## src/rtl/i2cm_pkg.sv

```systemverilog
`timescale 1ns / 1ps

package i2cm_pkg;

  // Queue between the front and the back
  localparam int unsigned FifoDepth = 4;
  localparam int unsigned FifoPtrW  = $clog2(FifoDepth);
  localparam int unsigned FifoCntW  = $clog2(FifoDepth + 1);

  localparam int unsigned PhaseW = 5;
  localparam int unsigned DelayW = 16;

  // Command kinds
  localparam logic [1:0] KindStart = 2'd0;
  localparam logic [1:0] KindStop  = 2'd1;
  localparam logic [1:0] KindWrite = 2'd2;
  localparam logic [1:0] KindRead  = 2'd3;

  // Line operations of one sequence step
  localparam logic [2:0] OpSclLo   = 3'd0;
  localparam logic [2:0] OpSclHi   = 3'd1;
  localparam logic [2:0] OpSdaLo   = 3'd2;
  localparam logic [2:0] OpSdaHi   = 3'd3;
  localparam logic [2:0] OpSdaData = 3'd4;
  localparam logic [2:0] OpSdaAck  = 3'd5;
  localparam logic [2:0] OpSdaPost = 3'd6;

  localparam logic [7:0] MsbMask = 8'h80;

  typedef struct packed {
    logic       f_bit;  // shift in one data bit from SDA
    logic       f_ack;  // sample the slave ACK from SDA
    logic [2:0] op;
  } step_t;

  // Classified item as it travels through the queue
  typedef struct packed {
    logic       cmd_valid;
    logic [1:0] kind;
    logic       last_read;
    logic [7:0] preload;  // shift register load: the byte for a write, zero otherwise
    logic       sda;
    logic       scl;
  } item_t;

  function automatic step_t step_lookup(input logic [1:0] kind, input logic [PhaseW-1:0] idx);
    step_t s;
    s = '{f_bit: 1'b0, f_ack: 1'b0, op: OpSclLo};
    case (kind)
      KindStart: begin
        case (idx)
          5'd1:    s.op = OpSdaHi;
          5'd2:    s.op = OpSclHi;
          5'd3:    s.op = OpSdaLo;
          default: s.op = OpSclLo;
        endcase
      end
      KindStop: begin
        case (idx)
          5'd1:    s.op = OpSdaLo;
          5'd2:    s.op = OpSclHi;
          5'd3:    s.op = OpSdaHi;
          default: s.op = OpSclLo;
        endcase
      end
      KindWrite: begin
        if (idx inside {5'd1, 5'd4, 5'd7, 5'd10, 5'd13, 5'd16, 5'd19, 5'd22}) begin
          s.op = OpSdaData;
        end else if (idx inside {5'd2, 5'd5, 5'd8, 5'd11, 5'd14, 5'd17, 5'd20, 5'd23}) begin
          s.op = OpSclHi;
        end else if (idx == 5'd25) begin
          s.op = OpSdaHi;
        end else if (idx == 5'd26) begin
          s.op    = OpSclHi;
          s.f_ack = 1'b1;
        end
      end
      default: begin
        if (idx == 5'd0) begin
          s.op = OpSdaHi;
        end else if (idx == 5'd2) begin
          s.op = OpSclHi;
        end else if (idx inside {5'd3, 5'd5, 5'd7, 5'd9, 5'd11, 5'd13, 5'd15, 5'd17}) begin
          s.f_bit = 1'b1;
        end else if (idx inside {5'd4, 5'd6, 5'd8, 5'd10, 5'd12, 5'd14, 5'd16, 5'd19}) begin
          s.op = OpSclHi;
        end else if (idx == 5'd18) begin
          s.op = OpSdaAck;
        end else if (idx == 5'd21) begin
          s.op = OpSdaPost;
        end
      end
    endcase
    return s;
  endfunction

  function automatic logic [PhaseW-1:0] step_len(input logic [1:0] kind);
    logic [PhaseW-1:0] len;
    case (kind)
      KindStart: len = 5'd5;
      KindStop:  len = 5'd4;
      KindWrite: len = 5'd28;
      default:   len = 5'd22;
    endcase
    return len;
  endfunction

endpackage

```

## src/rtl/i2cm_front.sv

```systemverilog
`timescale 1ns / 1ps

module i2cm_front (
  input  logic                 clk_i,
  input  logic                 rst_ni,
  input  logic                 s_axis_tvalid_i,
  output logic                 s_axis_tready_o,
  input  logic [15:0]          s_axis_tdata_i,   // tx_byte, sda_in, scl_in, zero pad
  input  logic [2:0]           s_axis_tuser_i,   // cmd_valid, kind
  input  logic                 s_axis_tlast_i,   // last_read
  output logic                 q_valid_o,
  output i2cm_pkg::item_t      q_item_o,
  input  logic                 q_pop_i
);

  i2cm_pkg::item_t                   mem_q [i2cm_pkg::FifoDepth];
  logic [i2cm_pkg::FifoPtrW-1:0]     wr_ptr_q, wr_ptr_d;
  logic [i2cm_pkg::FifoPtrW-1:0]     rd_ptr_q, rd_ptr_d;
  logic [i2cm_pkg::FifoCntW-1:0]     count_q, count_d;
  logic                              push;
  i2cm_pkg::item_t                   in_item;

  // Classify the incoming item
  always_comb begin
    in_item.cmd_valid = s_axis_tuser_i[0];
    in_item.kind      = s_axis_tuser_i[2:1];
    in_item.last_read = s_axis_tlast_i;
    in_item.preload   = (s_axis_tuser_i[2:1] == i2cm_pkg::KindWrite) ? s_axis_tdata_i[7:0]
                                                                     : 8'h00;
    in_item.sda       = s_axis_tdata_i[8];
    in_item.scl       = s_axis_tdata_i[9];
  end

  assign s_axis_tready_o = (count_q != i2cm_pkg::FifoCntW'(i2cm_pkg::FifoDepth));
  assign push            = s_axis_tvalid_i && s_axis_tready_o;
  assign q_valid_o       = (count_q != '0);
  assign q_item_o        = mem_q[rd_ptr_q];

  always_comb begin
    wr_ptr_d = push    ? i2cm_pkg::FifoPtrW'(wr_ptr_q + 1'b1) : wr_ptr_q;
    rd_ptr_d = q_pop_i ? i2cm_pkg::FifoPtrW'(rd_ptr_q + 1'b1) : rd_ptr_q;
    count_d  = i2cm_pkg::FifoCntW'(count_q + i2cm_pkg::FifoCntW'(push)
                                   - i2cm_pkg::FifoCntW'(q_pop_i));
  end

  always_ff @(posedge clk_i or negedge rst_ni) begin
    if (!rst_ni) begin
      wr_ptr_q <= '0;
      rd_ptr_q <= '0;
      count_q  <= '0;
    end else begin
      wr_ptr_q <= wr_ptr_d;
      rd_ptr_q <= rd_ptr_d;
      count_q  <= count_d;
    end
  end

  always_ff @(posedge clk_i) begin
    if (push) begin
      mem_q[wr_ptr_q] <= in_item;
    end
  end

  a_count_bound: assert property (@(posedge clk_i) disable iff (!rst_ni)
    count_q <= i2cm_pkg::FifoCntW'(i2cm_pkg::FifoDepth))
    else $error("queue count beyond depth");

  a_no_pop_empty: assert property (@(posedge clk_i) disable iff (!rst_ni)
    q_pop_i |-> count_q != '0)
    else $error("pop from empty queue");

  a_push_counts: assert property (@(posedge clk_i) disable iff (!rst_ni)
    push && !q_pop_i |=> count_q != '0)
    else $error("pushed item lost");

endmodule

```

## src/rtl/i2cm_back.sv

```systemverilog
`timescale 1ns / 1ps

module i2cm_back (
  input  logic                 clk_i,
  input  logic                 rst_ni,
  input  logic                 cfg_we_i,
  input  logic [15:0]          cfg_wdata_i,
  input  logic                 q_valid_i,
  input  i2cm_pkg::item_t      q_item_i,
  output logic                 q_pop_o,
  output logic                 m_axis_tvalid_o,
  input  logic                 m_axis_tready_i,
  output logic [15:0]          m_axis_tdata_o,   // scl_out, sda_out, rx_byte, ack_received, pad
  output logic                 m_axis_tuser_o,   // ready_res
  output logic                 m_axis_tlast_o    // done_res
);

  logic [i2cm_pkg::DelayW-1:0] delay_q;
  logic [i2cm_pkg::PhaseW-1:0] phase_q, phase_d;
  logic [7:0]                  shift_q, shift_d;
  logic [i2cm_pkg::DelayW-1:0] wait_q, wait_d;
  logic [1:0]                  kind_q, kind_d;
  logic                        nak_q, nak_d;
  logic                        scl_q, scl_d;
  logic                        sda_q, sda_d;
  logic                        ack_q, ack_d;
  logic [7:0]                  rx_q, rx_d;
  logic                        done;
  logic                        out_valid_q, out_valid_d;
  logic [15:0]                 out_data_q;
  logic                        out_ready_q, out_done_q;

  logic                        issue_en;
  logic [i2cm_pkg::PhaseW-1:0] issue_idx;
  logic [1:0]                  base_kind;
  logic [7:0]                  base_shift;
  logic                        base_nak;
  i2cm_pkg::step_t             cur_step, new_step;

  assign q_pop_o  = q_valid_i && (!out_valid_q || m_axis_tready_i);
  assign cur_step = i2cm_pkg::step_lookup(kind_q, i2cm_pkg::PhaseW'(phase_q - 1'b1));
  assign new_step = i2cm_pkg::step_lookup(base_kind, issue_idx);

  always_comb begin
    phase_d    = phase_q;
    shift_d    = shift_q;
    wait_d     = wait_q;
    kind_d     = kind_q;
    nak_d      = nak_q;
    scl_d      = scl_q;
    sda_d      = sda_q;
    ack_d      = ack_q;
    rx_d       = rx_q;
    done       = 1'b0;
    issue_en   = 1'b0;
    issue_idx  = phase_q;
    base_kind  = kind_q;
    base_shift = shift_q;
    base_nak   = nak_q;

    if (q_pop_o) begin
      if (phase_q == '0) begin
        if (q_item_i.cmd_valid) begin
          kind_d     = q_item_i.kind;
          nak_d      = q_item_i.last_read;
          issue_en   = 1'b1;
          issue_idx  = '0;
          base_kind  = q_item_i.kind;
          base_shift = q_item_i.preload;
          base_nak   = q_item_i.last_read;
        end
      end else if (wait_q != '0) begin
        wait_d = i2cm_pkg::DelayW'(wait_q - 1'b1);
      end else if (cur_step.op == i2cm_pkg::OpSclHi && !q_item_i.scl) begin
        // hold while the slave stretches the clock
      end else if (phase_q >= i2cm_pkg::step_len(kind_q)) begin
        phase_d = '0;
        done    = 1'b1;
        if (kind_q == i2cm_pkg::KindRead) begin
          rx_d = shift_q;
        end
      end else begin
        issue_en = 1'b1;
      end
    end

    if (issue_en) begin
      shift_d = base_shift;
      if (new_step.f_ack) begin
        ack_d = !q_item_i.sda;
      end
      if (new_step.f_bit) begin
        shift_d = {base_shift[6:0], q_item_i.sda};
      end
      case (new_step.op)
        i2cm_pkg::OpSclLo:   scl_d = 1'b0;
        i2cm_pkg::OpSclHi:   scl_d = 1'b1;
        i2cm_pkg::OpSdaLo:   sda_d = 1'b0;
        i2cm_pkg::OpSdaHi:   sda_d = 1'b1;
        i2cm_pkg::OpSdaData: begin
          sda_d   = |(base_shift & i2cm_pkg::MsbMask);
          shift_d = {base_shift[6:0], 1'b0};
        end
        i2cm_pkg::OpSdaAck:  sda_d = base_nak;
        default:             sda_d = !base_nak;
      endcase
      wait_d  = delay_q;
      phase_d = i2cm_pkg::PhaseW'(issue_idx + 1'b1);
    end
  end

  always_comb begin
    out_valid_d = out_valid_q;
    if (q_pop_o) begin
      out_valid_d = 1'b1;
    end else if (m_axis_tready_i) begin
      out_valid_d = 1'b0;
    end
  end

  always_ff @(posedge clk_i or negedge rst_ni) begin
    if (!rst_ni) begin
      delay_q     <= 16'd250;
      phase_q     <= '0;
      shift_q     <= '0;
      wait_q      <= '0;
      kind_q      <= i2cm_pkg::KindStart;
      nak_q       <= 1'b0;
      scl_q       <= 1'b1;
      sda_q       <= 1'b1;
      ack_q       <= 1'b0;
      rx_q        <= '0;
      out_valid_q <= 1'b0;
    end else begin
      if (cfg_we_i) begin
        delay_q <= cfg_wdata_i;
      end
      phase_q     <= phase_d;
      shift_q     <= shift_d;
      wait_q      <= wait_d;
      kind_q      <= kind_d;
      nak_q       <= nak_d;
      scl_q       <= scl_d;
      sda_q       <= sda_d;
      ack_q       <= ack_d;
      rx_q        <= rx_d;
      out_valid_q <= out_valid_d;
    end
  end

  // Load the result register with the state after this tick
  always_ff @(posedge clk_i) begin
    if (q_pop_o) begin
      out_data_q  <= {5'b0, ack_d, rx_d, sda_d, scl_d};
      out_ready_q <= (phase_d == '0);
      out_done_q  <= done;
    end
  end

  assign m_axis_tvalid_o = out_valid_q;
  assign m_axis_tdata_o  = out_data_q;
  assign m_axis_tuser_o  = out_ready_q;
  assign m_axis_tlast_o  = out_done_q;

  a_done_idle: assert property (@(posedge clk_i) disable iff (!rst_ni)
    out_valid_q && out_done_q |-> out_ready_q)
    else $error("command finished but engine not idle");

  a_phase_bound: assert property (@(posedge clk_i) disable iff (!rst_ni)
    phase_q <= i2cm_pkg::step_len(kind_q))
    else $error("phase beyond sequence length");

  a_pop_result: assert property (@(posedge clk_i) disable iff (!rst_ni)
    q_pop_o |=> m_axis_tvalid_o)
    else $error("consumed tick without result");

  a_idle_no_cmd: assert property (@(posedge clk_i) disable iff (!rst_ni)
    q_pop_o && phase_q == '0 && !q_item_i.cmd_valid |=> phase_q == '0)
    else $error("engine left idle without command");

endmodule

```

## src/rtl/i2c_master_byte_engine_unit.sv

```systemverilog
`timescale 1ns / 1ps

// Channel   Dir  Accept on                  Payload
// s_axis    in   tvalid & tready            tdata: tx_byte, sda_in, scl_in; tuser: cmd_valid,
//                                           kind; tlast: last_read
// m_axis    out  tvalid & tready            tdata: scl_out, sda_out, rx_byte, ack_received;
//                                           tuser: ready_res; tlast: done_res
// cfg       in   cfg_we_i                   cfg_wdata_i: delay_ticks
//
// One tick item per cycle unless the output stalls; each item is one sequencer tick.
// A four-entry queue sits between the front and the back; a result register follows.
// Reset leaves the lines released, the engine idle and delay_ticks at 250; no sweep.
// Output stall fills the result register, then the queue, then drops s_axis_tready_o.
// With no stall, an accepted item passes through its queue entry, then the result register.

module i2c_master_byte_engine_unit (
  input  logic        clk_i,
  input  logic        rst_ni,
  input  logic        s_axis_tvalid_i,
  output logic        s_axis_tready_o,
  input  logic [15:0] s_axis_tdata_i,   // [7:0] tx_byte, [8] sda_in, [9] scl_in, rest zero
  input  logic [2:0]  s_axis_tuser_i,   // [0] cmd_valid, [2:1] kind
  input  logic        s_axis_tlast_i,   // last_read
  output logic        m_axis_tvalid_o,
  input  logic        m_axis_tready_i,
  output logic [15:0] m_axis_tdata_o,   // [0] scl_out, [1] sda_out, [9:2] rx_byte,
                                        // [10] ack_received, rest zero
  output logic        m_axis_tuser_o,   // ready_res
  output logic        m_axis_tlast_o,   // done_res
  input  logic        cfg_we_i,
  input  logic [15:0] cfg_wdata_i
);

  logic            q_valid;
  logic            q_pop;
  i2cm_pkg::item_t q_item;

  i2cm_front u_front (
    .clk_i           (clk_i),
    .rst_ni          (rst_ni),
    .s_axis_tvalid_i (s_axis_tvalid_i),
    .s_axis_tready_o (s_axis_tready_o),
    .s_axis_tdata_i  (s_axis_tdata_i),
    .s_axis_tuser_i  (s_axis_tuser_i),
    .s_axis_tlast_i  (s_axis_tlast_i),
    .q_valid_o       (q_valid),
    .q_item_o        (q_item),
    .q_pop_i         (q_pop)
  );

  i2cm_back u_back (
    .clk_i           (clk_i),
    .rst_ni          (rst_ni),
    .cfg_we_i        (cfg_we_i),
    .cfg_wdata_i     (cfg_wdata_i),
    .q_valid_i       (q_valid),
    .q_item_i        (q_item),
    .q_pop_o         (q_pop),
    .m_axis_tvalid_o (m_axis_tvalid_o),
    .m_axis_tready_i (m_axis_tready_i),
    .m_axis_tdata_o  (m_axis_tdata_o),
    .m_axis_tuser_o  (m_axis_tuser_o),
    .m_axis_tlast_o  (m_axis_tlast_o)
  );

endmodule

```

## config.mk

```make
export PLATFORM = sky130hd
export DESIGN_NAME = i2c_master_byte_engine_unit
export DESIGN_NICKNAME = d
export VERILOG_FILES = /design/src/rtl/i2cm_pkg.sv /design/src/rtl/i2cm_front.sv /design/src/rtl/i2cm_back.sv /design/src/rtl/i2c_master_byte_engine_unit.sv
export SDC_FILE = /design/constraint.sdc
export NUM_CORES = 1
export LEC_CHECK = 0
export BUFFER_PORTS_ARGS = -buffer_cell sky130_fd_sc_hd__clkbuf_2
export CORE_ASPECT_RATIO = 0.9
export CORE_MARGIN = 2
export CORE_UTILIZATION = 60
export CTS_CLUSTER_DIAMETER = 100
export CTS_CLUSTER_SIZE = 12
export DETAILED_ROUTE_END_ITERATION = 12
export HOLD_SLACK_MARGIN = 0.12
export PLACE_DENSITY_LB_ADDON = 0.1
export SLEW_MARGIN = 20
export SYNTH_ARGS = -nofsm -noshare
export SYNTH_HDL_FRONTEND = slang
export SYNTH_SLANG_ARGS = --single-unit
```

## constraint.sdc

```tcl
create_clock -name clk_i -period 7.4 [get_ports clk_i]
set_input_delay 1.85 -clock clk_i [delete_from_list [all_inputs] [get_ports clk_i]]
set_output_delay 1.85 -clock clk_i [all_outputs]
set_load 0.05 [all_outputs]
```

==> flow_metrics.py, run 1 <==
metrics = {
    "outcome": {
        "status": "finished, final reports clean",
    },
    "routing": {
        "routed_wl_mm": 13.8,
        "drc": 0,
        "vias_per_cell": 5.97,
        "vias": 4681,
        "routedWlPerCell_um": 17.6,
        "drt_iter0_markers": 384,
        "ant_nets": 0,
        "drtPass1Iterations": 5,
    },
    "die": {
        "die-width_um": 116,
        "num_io_pins": 61,
        "rows": 36,
        "core_region_area_sq_mm": 0.0109,
        "initial_utilization_pct": 62.2,
        "die_y_um": 105,
        "die_area_sq_mm": 0.0122,
    },
    "power_and_ir_drop": {
        "switching_share_pct": 32.6,
        "irDropWorstVdd_mv": 0.249,
        "power_density_mw_per_mm2": 335,
        "p_leak_nw": 3.14,
        "internal-power_mw": 1.74,
        "clkPwrFrac_pct": 32.0,
        "comb_power_share_pct": 24.8,
        "p_seq_share_pct": 43.3,
        "power_switching_mw": 0.842,
    },
    "clock_tree": {
        "path_clk_slew_ns": 0.06,
        "cts_buffers": 17,
        "cts_tree": "done",
        "post_cts_resized": 0,
        "h-tree-depth": 4,
        "clk_latency_ns": 0.42,
        "cts-root-buf": "clkbuf_16",
        "cts_setup_buffers": 0,
        "clk_path_buf_depth": 2,
        "cts_sinks": 136,
        "hold_buffers": 0,
    },
    "finish": {
        "final_cell_mix": "edfxtp_1, dfrtp_1, nand2_1, clkbuf_2, a21oi_1",
        "drive_above_1_share_pct": 23.4,
        "antenna_cells": 0,
        "seq_area_sq_mm": 0.00376,
        "multi_input_area_sq_mm": 0.00282,
        "final_common_cell": "edfxtp_1",
        "fillers": 820,
        "fin_nets": 676,
        "area_delta_synth_final_pct": 13.3,
        "utilization_pct": 70.4,
    },
    "logic_synthesis": {
        "synthFlopType": "edfxtp_1",
        "synth_edf_count": 69,
        "synth_warnings": 0,
        "syn-cell-area_sq_mm": 0.00681,
        "synth_area_leaders": "edfxtp_1, dfrtp_1, mux2_2",
        "ys_seq_elements": 136,
        "synth_largest_area_cell": "edfxtp_1",
        "synth.distinct_cells": 66,
        "netlist.area_leader.share_pct": 30.4,
        "synthArstFlopShare_pct": 49.3,
        "syn_inst": 582,
        "ys_seq_area_share_pct": 55.2,
        "syn_area_per_cell_sq_um": 11.7,
    },
    "place": {
        "gp_congestion": 0.911,
        "io_buffers": 49,
        "dp_hpwl_mm": 9.16,
        "post-place-ws_ns": 2.85,
    },
    "setup_path": {
        "cpMostUsedCell": "nand2b_1",
        "crit_path_end_kind": "flop",
        "max_stage_delay_ns": 0.57,
        "required_ns": 7.71,
        "critPathKind": "primary input to flop",
        "start_kind": "primary input",
        "cp_max_fo": 13,
        "worstPathArrival_ns": 4.53,
        "crit_chain": "clkbuf_2, nand2b_1, nand4_1, nor4b_1, o21a_1, nand2b_1, nor3b_2, a22oi_1, o31a_1",
        "critPathSlowestCell": "nor3b_2",
    },
    "sta": {
        "holdWs_ns": 0.493,
        "worstMarginPinSlew_ns": 1.01,
        "rsz0062_at_grt": "no",
        "fmax_mhz": 237,
        "clock-skew-final_ns": 0.00781,
        "finalHoldViolCount": 0,
        "layout_worst_path_cycle_share_pct": 57.0,
        "setup_ws_ns": 3.18,
        "drv_slew": 0,
        "setup_viol": 0,
        "relSlewSlack_pct": 32.9,
        "fin_crit_ns": 4.22,
        "setup_tns_ns": 0,
    },
    "job": {
        "drv_cap": 0,
    },
    "global_route": {
        "grt.total_usage_pct": 24.8,
        "grt_max_degree": 68,
        "grt_pass1_wl_mm": 22.8,
        "grt_overflow_total": 0,
        "antenna_found_initial": 0,
        "grt_pass1_vias": 4566,
    },
    "min_path": {
        "hold_path.class": "flop to flop",
    },
}
## kinds of logic (layout without fill, tap and decap cells)
family | after synthesis | in the layout | share of synthesized area (%)
other | 1 | 5 | 0.0551
and+or+nand+nor | 183 | 183 | 14.5
DFF | 136 | 136 | 55.2
AOI/OAI and AO/OA | 117 | 117 | 10.3
buffers and inverters | 61 | 107 | 3.86
muxes | 59 | 59 | 11.8
adders and majority gates | 16 | 16 | 3.05
xor gates and xnor gates | 9 | 9 | 1.16
## layout make-up
cell class                      instances  share of cell area, %
Clock buffer                           21                   5.97
Clock inverter                         11                   1.56
Inverter                               22                   1.07
Multi-Input combinational cell        389                   36.6
Sequential cell                       136                   48.8
Tap cell                              152                   2.47
Timing Repair Buffer                   53                   3.57
## power groups by stage
stage | sequential, mW | clock (mW) | combinational, mW
6_report | 1.12 | 0.825 | 0.640
5_1_grt | 1.14 | 0.866 | 0.711
4_1_cts | 1.12 | 0.837 | 0.644
3_5_place_dp | 1.13 | 0 | 0.640
3_3_place_gp | 1.12 | 0 | 0.621
2_1_floorplan | 1.11 | 0 | 0.482
## registers in the layout (all words and copies together), names as in the netlist
| signal | count |
|---|---|
| u_back.ack_q | 1 |
| u_back.phase_q | 5 |
| u_back.rx_q | 8 |
| u_back.m_axis_tuser_o | 1 |
| u_back.m_axis_tlast_o | 1 |
| u_front.wr_ptr_q | 2 |
| u_back.wait_q | 16 |
| u_back.scl_q | 1 |
| u_front.mem_q | 56 |
| u_back.kind_q | 2 |
| u_back.delay_q | 16 |
| u_back.sda_q | 1 |
| u_back.m_axis_tvalid_o | 1 |
| u_front.rd_ptr_q | 2 |
| u_back.nak_q | 1 |
| u_back.shift_q | 8 |
| u_front.count_q | 3 |
| u_back.m_axis_tdata_o | 11 |
## cell usage after synthesis, types with 3 or more instances
library cell  count
edfxtp_1         69
dfrtp_1          59
nand2_1          55
a21oi_1          45
o21ai_0          30
mux2_2           29
nand3_1          24
inv_1            22
nor2_1           22
clkbuf_1         21
ha_1             15
nand2b_1         15
nor3_1           15
mux2i_1          14
mux4_2           14
and2_1           10
buf_2             9
dfstp_2           8
buf_4             6
or3_1             6
nand4_1           5
xnor2_1           5
a22oi_1           4
a31oi_1           4
and3_1            4
nor3b_1           4
o31a_1            4
xor2_1            4
buf_1             3
nor2b_1           3
o2111ai_1         3
o211ai_1          3
o21ai_1           3
o21bai_1          3
or2_2             3
## per-layer routing
metal	part of all wire (%)	vias to the layer above	track usage, %
met4	1.3	0	9.95
met2	48	137	37.0
met3	5.0	16	6.21
met5	0	-	0
li1	-	2211	-
met1	45	2317	34.9
## worst max-delay path, delay by kind of cell
kind	cells	cell delay (ns)
compound gates	3	0.61
buf+inv	1	0.07
simple gates	5	1.99
## path summary, 6_finish.rpt
kind | from | endpoint | slack [ns] | cells past startpoint
worst max-delay path | m_axis_tready_i | u_back.shift_q[3]$_DFFE_PN0P_ | 3.18 | 9
worst min-delay path | u_back.rx_q[7]$_DFF_PN0_ | u_back.rx_q[7]$_DFF_PN0_ | 0.49 | 1
worst max register to register | u_back.phase_q[2]$_DFF_PN0_ | u_back.shift_q[3]$_DFFE_PN0P_ | 3.57 | 8
worst min register to register | u_back.rx_q[7]$_DFF_PN0_ | u_back.rx_q[7]$_DFF_PN0_ | 0.49 | 1
max in group asynchronous | rst_ni | u_front.rd_ptr_q[0]$_DFFE_PN0N_ | 5.14 | 2
min in group asynchronous | rst_ni | u_back.delay_q[8]$_DFFE_PN0P_ | 1.63 | 2
## stage by stage
stage | total power [mW] | instance area [sq um] | instances
5_1_grt | 2.72 | 7710 | 784
2_1_floorplan | 1.59 | 6820 | 586
4_1_cts | 2.60 | 7710 | 784
3_5_place_dp | 1.77 | 7130 | 752
6_report | 2.58 | 7710 | 784
3_3_place_gp | 1.74 | 7120 | 752
No activity file was read; power rests on OpenSTA's default activity.
==> run 2, diff against run 1 <==
==> constraint.sdc (replaced) <==
create_clock -name clk_i -period 4.2 [get_ports clk_i]
set_input_delay 1.05 -clock clk_i [delete_from_list [all_inputs] [get_ports clk_i]]
set_output_delay 1.05 -clock clk_i [all_outputs]
set_load 0.05 [all_outputs]
==> flow_metrics.py, run 2 (same netlist as run 1, synthesis figures left out) <==
metrics = {
    "die": {
        "core_region_area_sq_mm": 0.0109,
        "die_y_um": 105,
        "die-width_um": 116,
        "rows": 36,
        "die_area_sq_mm": 0.0122,
        "initial_utilization_pct": 62.2,
        "num_io_pins": 61,
    },
    "finish": {
        "utilization_pct": 70.9,
        "drive_above_1_share_pct": 24.5,
        "largest_reg_flops": 56,
        "final_common_cell": "edfxtp_1",
        "antenna_cells": 0,
        "fin_nets": 683,
        "largest-register": "u_front.mem_q",
        "area_delta_synth_final_pct": 14.0,
        "reg_top3": "u_front.mem_q x56, u_back.delay_q x16, u_back.wait_q x16",
        "final_cell_mix": "edfxtp_1, dfrtp_1, nand2_1, clkbuf_2, a21oi_1",
    },
    "sta": {
        "rsz0062_at_grt": "no",
        "finalHoldViolCount": 0,
        "drv_slew": 0,
        "layout_worst_path_cycle_share_pct": 85.0,
        "setup_viol": 0,
        "fmax_mhz": 280,
        "clock-skew-final_ns": 0.00613,
        "fin_crit_ns": 3.57,
        "setup_tns_ns": 0,
        "worstMarginPinSlew_ns": 0.866,
        "relSlewSlack_pct": 42.3,
    },
    "global_route": {
        "antenna_found_initial": 0,
        "met2_usage_pct": 38.5,
        "grtUsageMet1_pct": 36.2,
        "grt_overflow_total": 0,
        "grt_pass1_wl_mm": 23.3,
        "use_met3_pct": 6.67,
        "grt.total_usage_pct": 25.6,
        "busiest_layer": "met2",
        "grt_pass1_vias": 4531,
        "grt_max_degree": 44,
    },
    "routing": {
        "ant_nets": 0,
        "drt_iter0_markers": 364,
        "routedWlPerCell_um": 18.3,
        "drc": 0,
        "drtPass1Iterations": 5,
        "routed_wl_mm": 14.5,
        "vias_per_cell": 5.98,
        "vias": 4727,
    },
    "setup_path": {
        "critPathKind": "flop to flop",
        "crit_path_end_kind": "flop",
        "start_kind": "flop",
        "cp_max_fo": 17,
        "worstPathArrival_ns": 3.72,
        "required_ns": 4.35,
    },
    "clock_tree": {
        "h-tree-depth": 4,
        "hold_buffers": 0,
        "clk_path_buf_depth": 2,
        "post_cts_resized": 0,
        "cts_buffers": 17,
        "cts_sinks": 136,
        "cts-root-buf": "clkbuf_16",
        "path_clk_slew_ns": 0.06,
        "cts_setup_buffers": 0,
        "clk_latency_ns": 0.41,
        "cts_tree": "done",
    },
    "power_and_ir_drop": {
        "irDropWorstVdd_mv": 0.427,
        "finalPower_mw": 4.55,
        "p_leak_nw": 3.17,
        "power_density_mw_per_mm2": 587,
    },
    "outcome": {
        "status": "finished, final reports clean",
    },
    "place": {
        "dp_hpwl_mm": 9.63,
        "io_buffers": 49,
        "gp_congestion": 0.895,
    },
    "job": {
        "drv_cap": 0,
    },
    "min_path": {
        "hold_path.class": "flop to flop",
    },
}
## run 2: changes by cell type in the layout (fill, tap and decap cells not counted), moves of 2 or more
cell        change
clkbuf_1        -2
clkinvlp_4      +3
buf_4           +7
bufinv_16       -2
inv_4           -2
clkbuf_16       +2
## run 2: area by class of cell
type                            count  area [sq um]
Clock inverter                      9          62.6
Tap cell                          152           190
Fill cell                         778          3190
Timing Repair Buffer               60           328
Clock buffer                       22           517
Inverter                           22          82.6
Multi-Input combinational cell    389          2820
Sequential cell                   136          3760
## run 2: worst paths after layout
kind	end	slack [ns]	startpoint	depth (start not counted)
worst max-delay path	u_back.m_axis_tdata_o[0]$_DFFE_PN_	0.63	u_back.phase_q[3]$_DFF_PN0_	7
worst min-delay path	u_back.rx_q[1]$_DFF_PN0_	0.50	u_back.rx_q[1]$_DFF_PN0_	1
worst max register to register	u_back.m_axis_tdata_o[0]$_DFFE_PN_	0.63	u_back.phase_q[3]$_DFF_PN0_	7
worst min register to register	u_back.rx_q[1]$_DFF_PN0_	0.50	u_back.rx_q[1]$_DFF_PN0_	1
max in group asynchronous	u_back.sda_q$_DFF_PN1_	2.52	rst_ni	2
min in group asynchronous	u_back.delay_q[8]$_DFFE_PN0P_	0.69	rst_ni	1
## run 2: worst max-delay path, cell delays in order (launching register included)
cell	delay [ns]
dfrtp_1	0.61
nor3_1	0.43
nand4_1	0.26
nor2_1	0.51
o21ai_0	0.27
o311ai_0	0.73
nor2_1	0.14
mux2_1	0.34
## run 2: metal layers
| layer | vias to the layer above | routed length [um] |
|---|---|---|
| met5 | - | 0 |
| met4 | 0 | 201 |
| met3 | 18 | 729 |
| met2 | 159 | 7000 |
| met1 | 2315 | 6540 |
| li1 | 2235 | - |
## run 2: stage by stage
step                area (sq um)  std cells  hold WS, ns  setup slack, ns
finish                      7760        790        0.498            0.632
global route                7760        790        0.510            0.391
CTS                         7760        790        0.498            0.696
detailed placement          7180        759        0.483            0.648
global placement            7180        759        0.480            0.682
floorplan                   6820        586        0.450            0.968
## run 2: power breakdown
part | switching (mW) | internal, mW
Sequential | 0.192 | 1.71
Clock | 0.549 | 0.868
Combinational | 0.761 | 0.471
Total | 1.50 | 3.05
==> run 3, diff against run 2 <==
==> constraint.sdc (replaced) <==
create_clock -name clk_i -period 3.7 [get_ports clk_i]
set_input_delay 0.925 -clock clk_i [delete_from_list [all_inputs] [get_ports clk_i]]
set_output_delay 0.925 -clock clk_i [all_outputs]
set_load 0.05 [all_outputs]
==> flow_metrics.py, run 3 (same netlist as run 1, synthesis figures left out) <==
metrics = {
    "sta": {
        "clock-skew-final_ns": 0.00635,
        "finalHoldViolCount": 0,
        "drv_slew": 0,
        "worstMarginPinSlew_ns": 0.817,
        "relSlewSlack_pct": 45.5,
        "fin_crit_ns": 3.47,
        "setup_tns_ns": 0,
        "setup_viol": 0,
        "fmax_mhz": 288,
        "layout_worst_path_cycle_share_pct": 93.9,
        "rsz0062_at_grt": "no",
    },
    "setup_path": {
        "cp_max_fo": 8,
        "max_stage_delay_ns": 0.57,
        "critPathKind": "flop to flop",
        "worstPathArrival_ns": 3.64,
        "start_kind": "flop",
        "crit_buf_inv": 1,
        "crit_path_end_kind": "flop",
        "required_ns": 3.87,
        "critPathSlowestCell": "or4_4",
        "crit_chain": "inv_1, ha_1, or4b_4, or4_4, nor3_2, nand2_1, nor4b_4, mux2_2",
        "crit_family": "simple AND/OR/NAND/NOR gates",
    },
    "min_path": {
        "hold_path.class": "flop to flop",
    },
    "power_and_ir_drop": {
        "p_leak_nw": 3.22,
        "irDropWorstVdd_mv": 0.679,
        "power_density_mw_per_mm2": 674,
    },
    "finish": {
        "fillers": 784,
        "area_delta_synth_final_pct": 15.0,
        "antenna_cells": 0,
        "largest_reg_flops": 56,
        "final_cell_mix": "edfxtp_1, dfrtp_1, nand2_1, clkbuf_2, a21oi_1",
        "fin_nets": 689,
        "utilization_pct": 71.5,
        "largest-register": "u_front.mem_q",
        "drive_above_1_share_pct": 25.3,
        "final_common_cell": "edfxtp_1",
        "reg_top3": "u_front.mem_q x56, u_back.delay_q x16, u_back.wait_q x16",
    },
    "die": {
        "die_area_sq_mm": 0.0122,
        "rows": 36,
        "initial_utilization_pct": 62.2,
        "die_y_um": 105,
        "die-width_um": 116,
        "core_region_area_sq_mm": 0.0109,
        "num_io_pins": 61,
    },
    "clock_tree": {
        "cts_buffers": 17,
        "cts_setup_buffers": 0,
        "h-tree-depth": 4,
        "cts-root-buf": "clkbuf_16",
        "clk_path_buf_depth": 2,
        "post_cts_resized": 0,
        "hold_buffers": 0,
        "cts_tree": "done",
        "path_clk_slew_ns": 0.06,
        "cts_sinks": 136,
        "clk_latency_ns": 0.42,
    },
    "global_route": {
        "antenna_found_initial": 0,
        "grt_overflow_total": 0,
        "grt.total_usage_pct": 25.3,
        "grt_pass1_vias": 4679,
        "grt_pass1_wl_mm": 23.5,
        "grt_max_degree": 52,
    },
    "routing": {
        "routedWlPerCell_um": 18.1,
        "vias_per_cell": 6.05,
        "routed_wl_mm": 14.4,
        "drtPass1Iterations": 5,
        "vias": 4819,
        "drc": 0,
        "ant_nets": 0,
        "drt_iter0_markers": 437,
    },
    "outcome": {
        "status": "finished, final reports clean",
    },
    "place": {
        "gp_congestion": 0.902,
        "io_buffers": 49,
        "dp_hpwl_mm": 9.72,
    },
    "job": {
        "drv_cap": 0,
    },
}
run 3: changes by cell type in the layout (fill, tap and decap cells not counted), sizes merged:
cell,previous run,this run
inv,23,31
buf,12,18
clkbuf,70,65
clkinvlp,4,1
bufinv,0,2
clkinv,4,3
run 3: layer usage:
layer  wire, um  vias to the layer above  GRT usage [%]
met3        812                       13           5.92
met2       6980                      175           39.6
met5          0                        -              0
met1       6440                     2389           35.5
met4        170                        0           7.40
li1           -                     2242              -
run 3: layout make-up:
| class | count | area, sq um | share of cell area (%) |
|---|---|---|---|
| Multi-Input combinational cell | 389 | 2820 | 36.0 |
| Clock buffer | 17 | 425 | 5.44 |
| Tap cell | 152 | 190 | 2.43 |
| Timing Repair Buffer | 66 | 385 | 4.93 |
| Sequential cell | 136 | 3760 | 48.0 |
| Clock inverter | 15 | 164 | 2.09 |
| Inverter | 22 | 82.6 | 1.06 |
run 3: report_power, final:
group / total (mW) / switching, mW / leakage [nW] / internal [mW]
Clock: 1.67 / 0.665 / 0.294 / 1.01
Combinational: 1.44 / 0.880 / 1.46 / 0.558
Sequential: 2.16 / 0.220 / 1.47 / 1.94
run 3: path summary, 6_finish.rpt:
kind	from	to	slack, ns	cells after the start
worst max-delay path	u_back.wait_q[0]$_DFFE_PN0P_	u_back.m_axis_tdata_o[8]$_DFFE_PN_	0.23	8
worst min-delay path	u_back.rx_q[4]$_DFF_PN0_	u_back.rx_q[4]$_DFF_PN0_	0.49	1
worst max register to register	u_back.wait_q[0]$_DFFE_PN0P_	u_back.m_axis_tdata_o[8]$_DFFE_PN_	0.23	8
worst min register to register	u_back.rx_q[4]$_DFF_PN0_	u_back.rx_q[4]$_DFF_PN0_	0.49	1
max in group asynchronous	rst_ni	u_back.scl_q$_DFF_PN1_	2.37	2
min in group asynchronous	rst_ni	u_back.delay_q[10]$_DFFE_PN0P_	0.60	1
run 3: per-stage QoR:
stage	hold WS, ns	area [sq um]	cells	worst slack, ns	power [mW]
after CTS	0.491	7820	797	0.217	5.30
final	0.487	7820	797	0.226	5.27
after global routing	0.509	7820	797	0.0810	5.53
after detailed placement	0.482	7230	765	0.262	3.61
after global placement	0.464	7230	765	0.316	3.54
after floorplan	0.450	6820	586	0.476	3.18
